==> src/tekd_pkg.sv <==
package tekd_pkg;

   typedef enum logic [2:0] {
      PH_IDLE  = 3'd0,
      PH_ESC   = 3'd1,
      PH_INTRO = 3'd2,
      PH_SKIP  = 3'd3,
      PH_DIGIT = 3'd4,
      PH_SEMI  = 3'd5,
      PH_MOD   = 3'd6
   } phase_type;

   localparam logic [4:0] KC_PLAIN = 5'd0;
   localparam logic [4:0] KC_ESC   = 5'd1;
   localparam logic [4:0] KC_DEL   = 5'd2;
   localparam logic [4:0] KC_PGUP  = 5'd3;
   localparam logic [4:0] KC_PGDN  = 5'd4;
   localparam logic [4:0] KC_HOME  = 5'd5;
   localparam logic [4:0] KC_END   = 5'd6;
   localparam logic [4:0] KC_ARROW = 5'd7;
   localparam logic [4:0] KC_LAST  = 5'd22;

   localparam logic [7:0] CH_ESC     = 8'h1B;
   localparam logic [7:0] CH_BRACKET = 8'h5B;
   localparam logic [7:0] CH_O       = 8'h4F;
   localparam logic [7:0] CH_TILDE   = 8'h7E;
   localparam logic [7:0] CH_SEMI    = 8'h3B;
   localparam logic [7:0] CH_2       = 8'h32;
   localparam logic [7:0] CH_3       = 8'h33;
   localparam logic [7:0] CH_5       = 8'h35;
   localparam logic [7:0] CH_6       = 8'h36;
   localparam logic [7:0] CH_0       = 8'h30;
   localparam logic [7:0] CH_9       = 8'h39;
   localparam logic [7:0] CH_A       = 8'h41;
   localparam logic [7:0] CH_D       = 8'h44;
   localparam logic [7:0] CH_H       = 8'h48;
   localparam logic [7:0] CH_F       = 8'h46;

   localparam logic [1:0] MOD_SHIFT      = 2'd1;
   localparam logic [1:0] MOD_CTRL       = 2'd2;
   localparam logic [1:0] MOD_CTRL_SHIFT = 2'd3;

   typedef struct packed {
      phase_type  phase;
      logic       intro_is_bracket;
      logic [7:0] held_digit;
      logic [1:0] arrow_modifier;
   } parse_state_type;

   typedef struct packed {
      logic       emit;
      logic [4:0] key_code;
      logic [7:0] char_value;
   } key_result_type;

endpackage

==> src/terminal_escape_key_decoder.sv <==
// Decodes VT100/xterm keyboard input one request at a time: each request carries a
// received byte or a read-timeout event, and yields zero or one key result (plain
// character, ESC, delete, page up/down, home, end, or an arrow with its modifier).
// A new request is accepted every clock cycle unless the input side is stalled; a
// request is held in an input register, decoded by the one-step parser state
// update, and its key lands in the result register. The result register stalls
// the input side only while a result waits and the result channel is not ready.
// A timeout in mid-sequence, or any unrecognized sequence, gives ESC and drops
// the bytes read so far; a timeout while idle gives nothing.
module terminal_escape_key_decoder (
   input  logic       clock,
   input  logic       reset,
   input  logic       req_valid,
   output logic       req_ready,
   input  logic [7:0] req_rx_byte,
   input  logic       req_timeout,
   output logic       rsp_valid,
   input  logic       rsp_ready,
   output logic [4:0] rsp_key_code,
   output logic [7:0] rsp_char_value
);
   import tekd_pkg::*;

   logic            in_valid_ff;
   logic [7:0]      in_byte_ff;
   logic            in_timeout_ff;
   parse_state_type state_ff;
   parse_state_type state_in;
   key_result_type  step_result;
   logic            out_valid_ff;
   logic [4:0]      out_code_ff;
   logic [7:0]      out_char_ff;
   logic            advance;

   assign advance   = in_valid_ff && (!out_valid_ff || rsp_ready);
   assign req_ready = !in_valid_ff || advance;

   tekd_step u_step (
      .cur_state  (state_ff),
      .rx_byte    (in_byte_ff),
      .timeout    (in_timeout_ff),
      .next_state (state_in),
      .result     (step_result)
   );

   always_ff @(posedge clock) begin
      if (reset) begin
         in_valid_ff    <= 1'b0;
         out_valid_ff   <= 1'b0;
         state_ff       <= '{phase: PH_IDLE, intro_is_bracket: 1'b0,
                             held_digit: 8'd0, arrow_modifier: 2'd0};
      end else begin
         if (req_ready) begin
            in_valid_ff <= req_valid;
         end
         if (advance) begin
            state_ff     <= state_in;
            out_valid_ff <= step_result.emit;
         end else if (rsp_ready) begin
            out_valid_ff <= 1'b0;
         end
      end
   end

   always_ff @(posedge clock) begin
      if (req_valid && req_ready) begin
         in_byte_ff    <= req_rx_byte;
         in_timeout_ff <= req_timeout;
      end
      if (advance && step_result.emit) begin
         out_code_ff <= step_result.key_code;
         out_char_ff <= step_result.char_value;
      end
   end

   assign rsp_valid      = out_valid_ff;
   assign rsp_key_code   = out_code_ff;
   assign rsp_char_value = out_char_ff;

endmodule

==> src/tekd_step.sv <==
module tekd_step (
   input  tekd_pkg::parse_state_type cur_state,
   input  logic [7:0]                rx_byte,
   input  logic                      timeout,
   output tekd_pkg::parse_state_type next_state,
   output tekd_pkg::key_result_type  result
);
   import tekd_pkg::*;

   logic       is_digit;
   logic       is_arrow;
   logic [1:0] arrow_dir;
   logic       is_mod_digit;
   logic [1:0] mod_code;

   assign is_digit  = (rx_byte >= CH_0) && (rx_byte <= CH_9);
   assign is_arrow  = (rx_byte >= CH_A) && (rx_byte <= CH_D);
   assign arrow_dir = rx_byte[1:0] - CH_A[1:0];

   always_comb begin
      is_mod_digit = 1'b1;
      mod_code     = MOD_SHIFT;
      unique case (rx_byte)
         CH_2: mod_code = MOD_SHIFT;
         CH_5: mod_code = MOD_CTRL;
         CH_6: mod_code = MOD_CTRL_SHIFT;
         default: is_mod_digit = 1'b0;
      endcase
   end

   // Next state. Every emitted key returns the parser to idle.
   always_comb begin
      next_state = cur_state;
      unique case (cur_state.phase)
         PH_ESC: begin
            if (timeout) begin
               next_state.phase = PH_IDLE;
            end else if (rx_byte == CH_BRACKET || rx_byte == CH_O) begin
               next_state.phase            = PH_INTRO;
               next_state.intro_is_bracket = (rx_byte == CH_BRACKET);
            end else begin
               next_state.phase = PH_SKIP;
            end
         end
         PH_SKIP: next_state.phase = PH_IDLE;
         PH_INTRO: begin
            if (!timeout && cur_state.intro_is_bracket && is_digit) begin
               next_state.phase      = PH_DIGIT;
               next_state.held_digit = rx_byte;
            end else begin
               next_state.phase = PH_IDLE;
            end
         end
         PH_DIGIT: begin
            next_state.phase = (!timeout && rx_byte == CH_SEMI) ? PH_SEMI : PH_IDLE;
         end
         PH_SEMI: begin
            if (!timeout && is_mod_digit) begin
               next_state.phase          = PH_MOD;
               next_state.arrow_modifier = mod_code;
            end else begin
               next_state.phase = PH_IDLE;
            end
         end
         PH_MOD: next_state.phase = PH_IDLE;
         default: begin
            // Idle, and the unused phase code that behaves as idle.
            next_state.phase = (!timeout && rx_byte == CH_ESC) ? PH_ESC : PH_IDLE;
         end
      endcase
   end

   // Result for this request.
   always_comb begin
      result.emit       = 1'b1;
      result.key_code   = KC_ESC;
      result.char_value = 8'd0;
      unique case (cur_state.phase)
         PH_ESC: result.emit = timeout;
         PH_SKIP: result.key_code = KC_ESC;
         PH_INTRO: begin
            if (timeout) begin
               result.key_code = KC_ESC;
            end else if (cur_state.intro_is_bracket && is_digit) begin
               result.emit = 1'b0;
            end else if (cur_state.intro_is_bracket && is_arrow) begin
               result.key_code = KC_ARROW + {3'd0, arrow_dir};
            end else if (rx_byte == CH_H) begin
               result.key_code = KC_HOME;
            end else if (rx_byte == CH_F) begin
               result.key_code = KC_END;
            end
         end
         PH_DIGIT: begin
            if (!timeout && rx_byte == CH_TILDE) begin
               if (cur_state.held_digit == CH_3) begin
                  result.key_code = KC_DEL;
               end else if (cur_state.held_digit == CH_5) begin
                  result.key_code = KC_PGUP;
               end else if (cur_state.held_digit == CH_6) begin
                  result.key_code = KC_PGDN;
               end
            end else if (!timeout && rx_byte == CH_SEMI) begin
               result.emit = 1'b0;
            end
         end
         PH_SEMI: result.emit = timeout || !is_mod_digit;
         PH_MOD: begin
            if (!timeout && is_arrow) begin
               result.key_code = KC_ARROW + {1'b0, cur_state.arrow_modifier, arrow_dir};
            end
         end
         default: begin
            result.emit       = !timeout && rx_byte != CH_ESC;
            result.key_code   = KC_PLAIN;
            result.char_value = rx_byte;
         end
      endcase
   end

endmodule

==> config.mk <==
export PLATFORM = sky130hd
export DESIGN_NAME = terminal_escape_key_decoder
export DESIGN_NICKNAME = d
export VERILOG_FILES = /design/src/tekd_pkg.sv /design/src/terminal_escape_key_decoder.sv /design/src/tekd_step.sv
export SDC_FILE = /design/constraint.sdc
export NUM_CORES = 1
export LEC_CHECK = 0
export ABC_AREA = 1
export BUFFER_PORTS_ARGS = -buffer_cell sky130_fd_sc_hd__buf_2
export CAP_MARGIN = 20
export CORE_MARGIN = 5
export CORE_UTILIZATION = 52
export CTS_CLUSTER_SIZE = 12
export DETAILED_ROUTE_END_ITERATION = 8
export GPL_ROUTABILITY_DRIVEN = 0
export HOLD_SLACK_MARGIN = 0.1
export MAX_ROUTING_LAYER = met4
export PLACE_DENSITY = 0.75
export REMOVE_ABC_BUFFERS = 1
export SLEW_MARGIN = 30
export SYNTH_ARGS = -nofsm -noshare
export SYNTH_HDL_FRONTEND = slang
export SYNTH_SLANG_ARGS = --single-unit
==> constraint.sdc <==
create_clock -name clock -period 3.55 [get_ports clock]
set_clock_uncertainty 0.05 [all_clocks]
set_input_delay 0.71 -clock clock [delete_from_list [all_inputs] [get_ports clock]]
set_output_delay 0.71 -clock clock [all_outputs]
set_load 0.05 [all_outputs]
==> metrics <==
number of cells in the finished layout apart from fillers 328; global route overflow 0; Hold WC Path Type reg2reg; Yosys reg bits 38; Seq/Total Area, Yosys 47.8%; Post-Syn Area 2050 um^2; critical path type reg2reg; unrepaired setup endpoints after global routing no; I/O Pins 28; H-Tree Depth 2; FF-to-FF Start in_byte_ff[0]; worst skew pair latency 0.30 ns; first-pass GRT wire length 7780 um; Power Dens Cells 399 nW/um^2; Worst EP arrival 2.39 ns; Worst VDD drop 0.316 mV; crit-path max FO 13; Post-Synth XOR/XNOR Area 1.28%; port bufs 27; post-synth top area share 32.2%; Worst R2R End rsp_key_code[4]; CTS tree built; Netlist cell types 35; cell total after placement 320; Die Y 72.8 um; Final min period 2.51 ns; Post-CTS Setup Inserts 0; gr usage total 19.5%; Most used DFF post-synth edfxtp_1; via count 1736; slew at the pin with the worst max-slew slack 0.535 ns; WHS Path Cells 1; final setup violating endpoints 0; Synth Instances 247; CTS max path bufs 2; number of global-route vias before repair 1716; CP Launch Type flop; Peak Freq 0.399 GHz; # nets final 297; TritonCTS Buffers 5; Yosys Warn Count 0; Die X 72.8 um; Post-Synth Adder-Cell Area 3.05%; final setup TNS 0 ns; Post-synth top cells 38 x inv_1, 38 x nor2_1, 36 x nand2_1; total of max-cap violations 0; max-slew violation count 0; clock sinks 38; Crit path required time 3.44 ns; filler cell count 360; Mean Syn Cell Area 8.30 um^2; share of layout cells above drive strength 1 18.6%; hold_buf cts 0; starting density of the core 54.8%; EDFF count, synth 22; DRC 0; crit end category flop; Die ar. 5300 um^2; Pleak 1.06 nW; largest net degree at the start of global routing 14; cell taking the most area after synthesis edfxtp_1; mux cell area share after synthesis 0%; Post-DP HPWL 3410 um; Compound-Gate Fraction of Synth Area 11.3%; Post-Synth Simple-Gate Area 28.2%; Core Util, Final 62.2%; routed wire length 4420 um; initial antenna violation count 0; Routed wire per std cell 13.5 um; Reg2Reg Depth 10; r2r setup slk 1.04 ns; Final Power 929 uW; First DRT Iteration DRCs 107; Pre-antenna DRT Iters 4; cts repair resizes 0; root buf cell clkbuf_8; Final Cycle Share 70.7%; Final Hold Viols 0; core box area 3740 um^2; hold_sp state_ff[7]; Row Count 22; Via density 5.29; largest family of logic cells by synthesized area simple AND/OR/NAND/NOR gates; Area Growth Syn to Fin 13.5%; Antenna Cells 0; outcome completed; ranking of synthesized cells by area edfxtp_1 32%, dfxtp_1 16%, inv_1 7.0%; Hold Path End state_ff[7]; share of flip-flops with an asynchronous set or reset 0%; clock slew at reported path FFs 0.07 ns; Routed Antenna Nets 0; Slew headroom 64.3%
==> metrics by stage <==
| stage | instance area [um^2] | hold WS [ns] | setup slack (ns) |
|---|---|---|---|
| floorplan | 2040 | 0.390 | 1.41 |
| global placement | 2240 | 0.400 | 1.13 |
| detailed placement | 2240 | 0.403 | 1.06 |
| CTS | 2330 | 0.419 | 1.10 |
| global route | 2330 | 0.455 | 0.898 |
| finish | 2330 | 0.419 | 1.04 |
==> worst max-delay path: stages, from the launching register on <==
cell	delay, ns
edfxtp_1	0.55
inv_1	0.18
ha_1	0.25
nand2_1	0.07
nor2_1	0.17
nand3_1	0.16
nand3_1	0.11
nor2_1	0.04
nand3_1	0.08
nand2_1	0.08
inv_1	0.41
==> sequential cells by signal, summed over array words and instances, names as in the netlist <==
signal,flops
in_byte_ff,8
in_timeout_ff,1
in_valid_ff,1
rsp_char_value,8
rsp_key_code,5
rsp_valid,1
state_ff,14
==> how the worst max path moves through the flow <==
stage	from	to	slack (ns)	cells after the start
floorplan	rsp_ready	rsp_char_value[0]	1.41	8
global placement	rsp_ready	rsp_char_value[6]	1.13	9
detailed placement	rsp_ready	rsp_char_value[5]	1.06	9
CTS	in_byte_ff[0]	rsp_char_value[5]	1.10	10
global route	in_byte_ff[0]	rsp_key_code[4]	0.90	10
finish	in_byte_ff[0]	rsp_key_code[4]	1.04	10
==> logic make-up (layout without fill, tap and decap cells) <==
kind of cell	count (synthesis)	count (layout)
and+or+nand+nor	117	117
buffers and inverters	45	78
DFF	38	38
adders and majority gates	5	5
AOI/OAI and AO/OA	39	39
xor gates and xnor gates	3	3
==> layout by cell type (no fill, tap or decap), drive strengths merged, types with 4 or more instances in the layout <==
cell | netlist | routed
buf | 2 | 27
inv | 42 | 42
a21oi | 11 | 11
nand3 | 26 | 26
nand2 | 39 | 39
clkbuf | 0 | 7
nor2 | 42 | 42
nand4 | 6 | 6
ha | 5 | 5
o21ai | 17 | 17
edfxtp | 22 | 22
o211ai | 4 | 4
dfxtp | 16 | 16
==> routing by layer <==
layer  GRT usage (%)  vias to the layer above  routed length (um)
met4            8.81                        0                  92
li1                -                      875                   -
met2            31.8                       56                2080
met1            22.7                      795                1910
met3            4.82                       10                 332
met5               -                        -                   0
==> cell type report <==
class	count	area [um^2]	area share, %
tap	48	60.1	2.58
multi-input combinational	164	900	38.6
inverter	43	161	6.93
timing repair buffer	27	135	5.80
clock inverter	1	5.00	0.215
clock buffer	7	86.3	3.71
sequential	38	981	42.1
==> report_power, final <==
group / internal, mW / total, mW / switching [mW] / leakage [nW]
Clock: 0.157 / 0.305 / 0.148 / 0.0482
Sequential: 0.487 / 0.498 / 0.0110 / 0.340
Combinational: 0.0311 / 0.126 / 0.0949 / 0.670
Power figures use the tool's default switching activity.
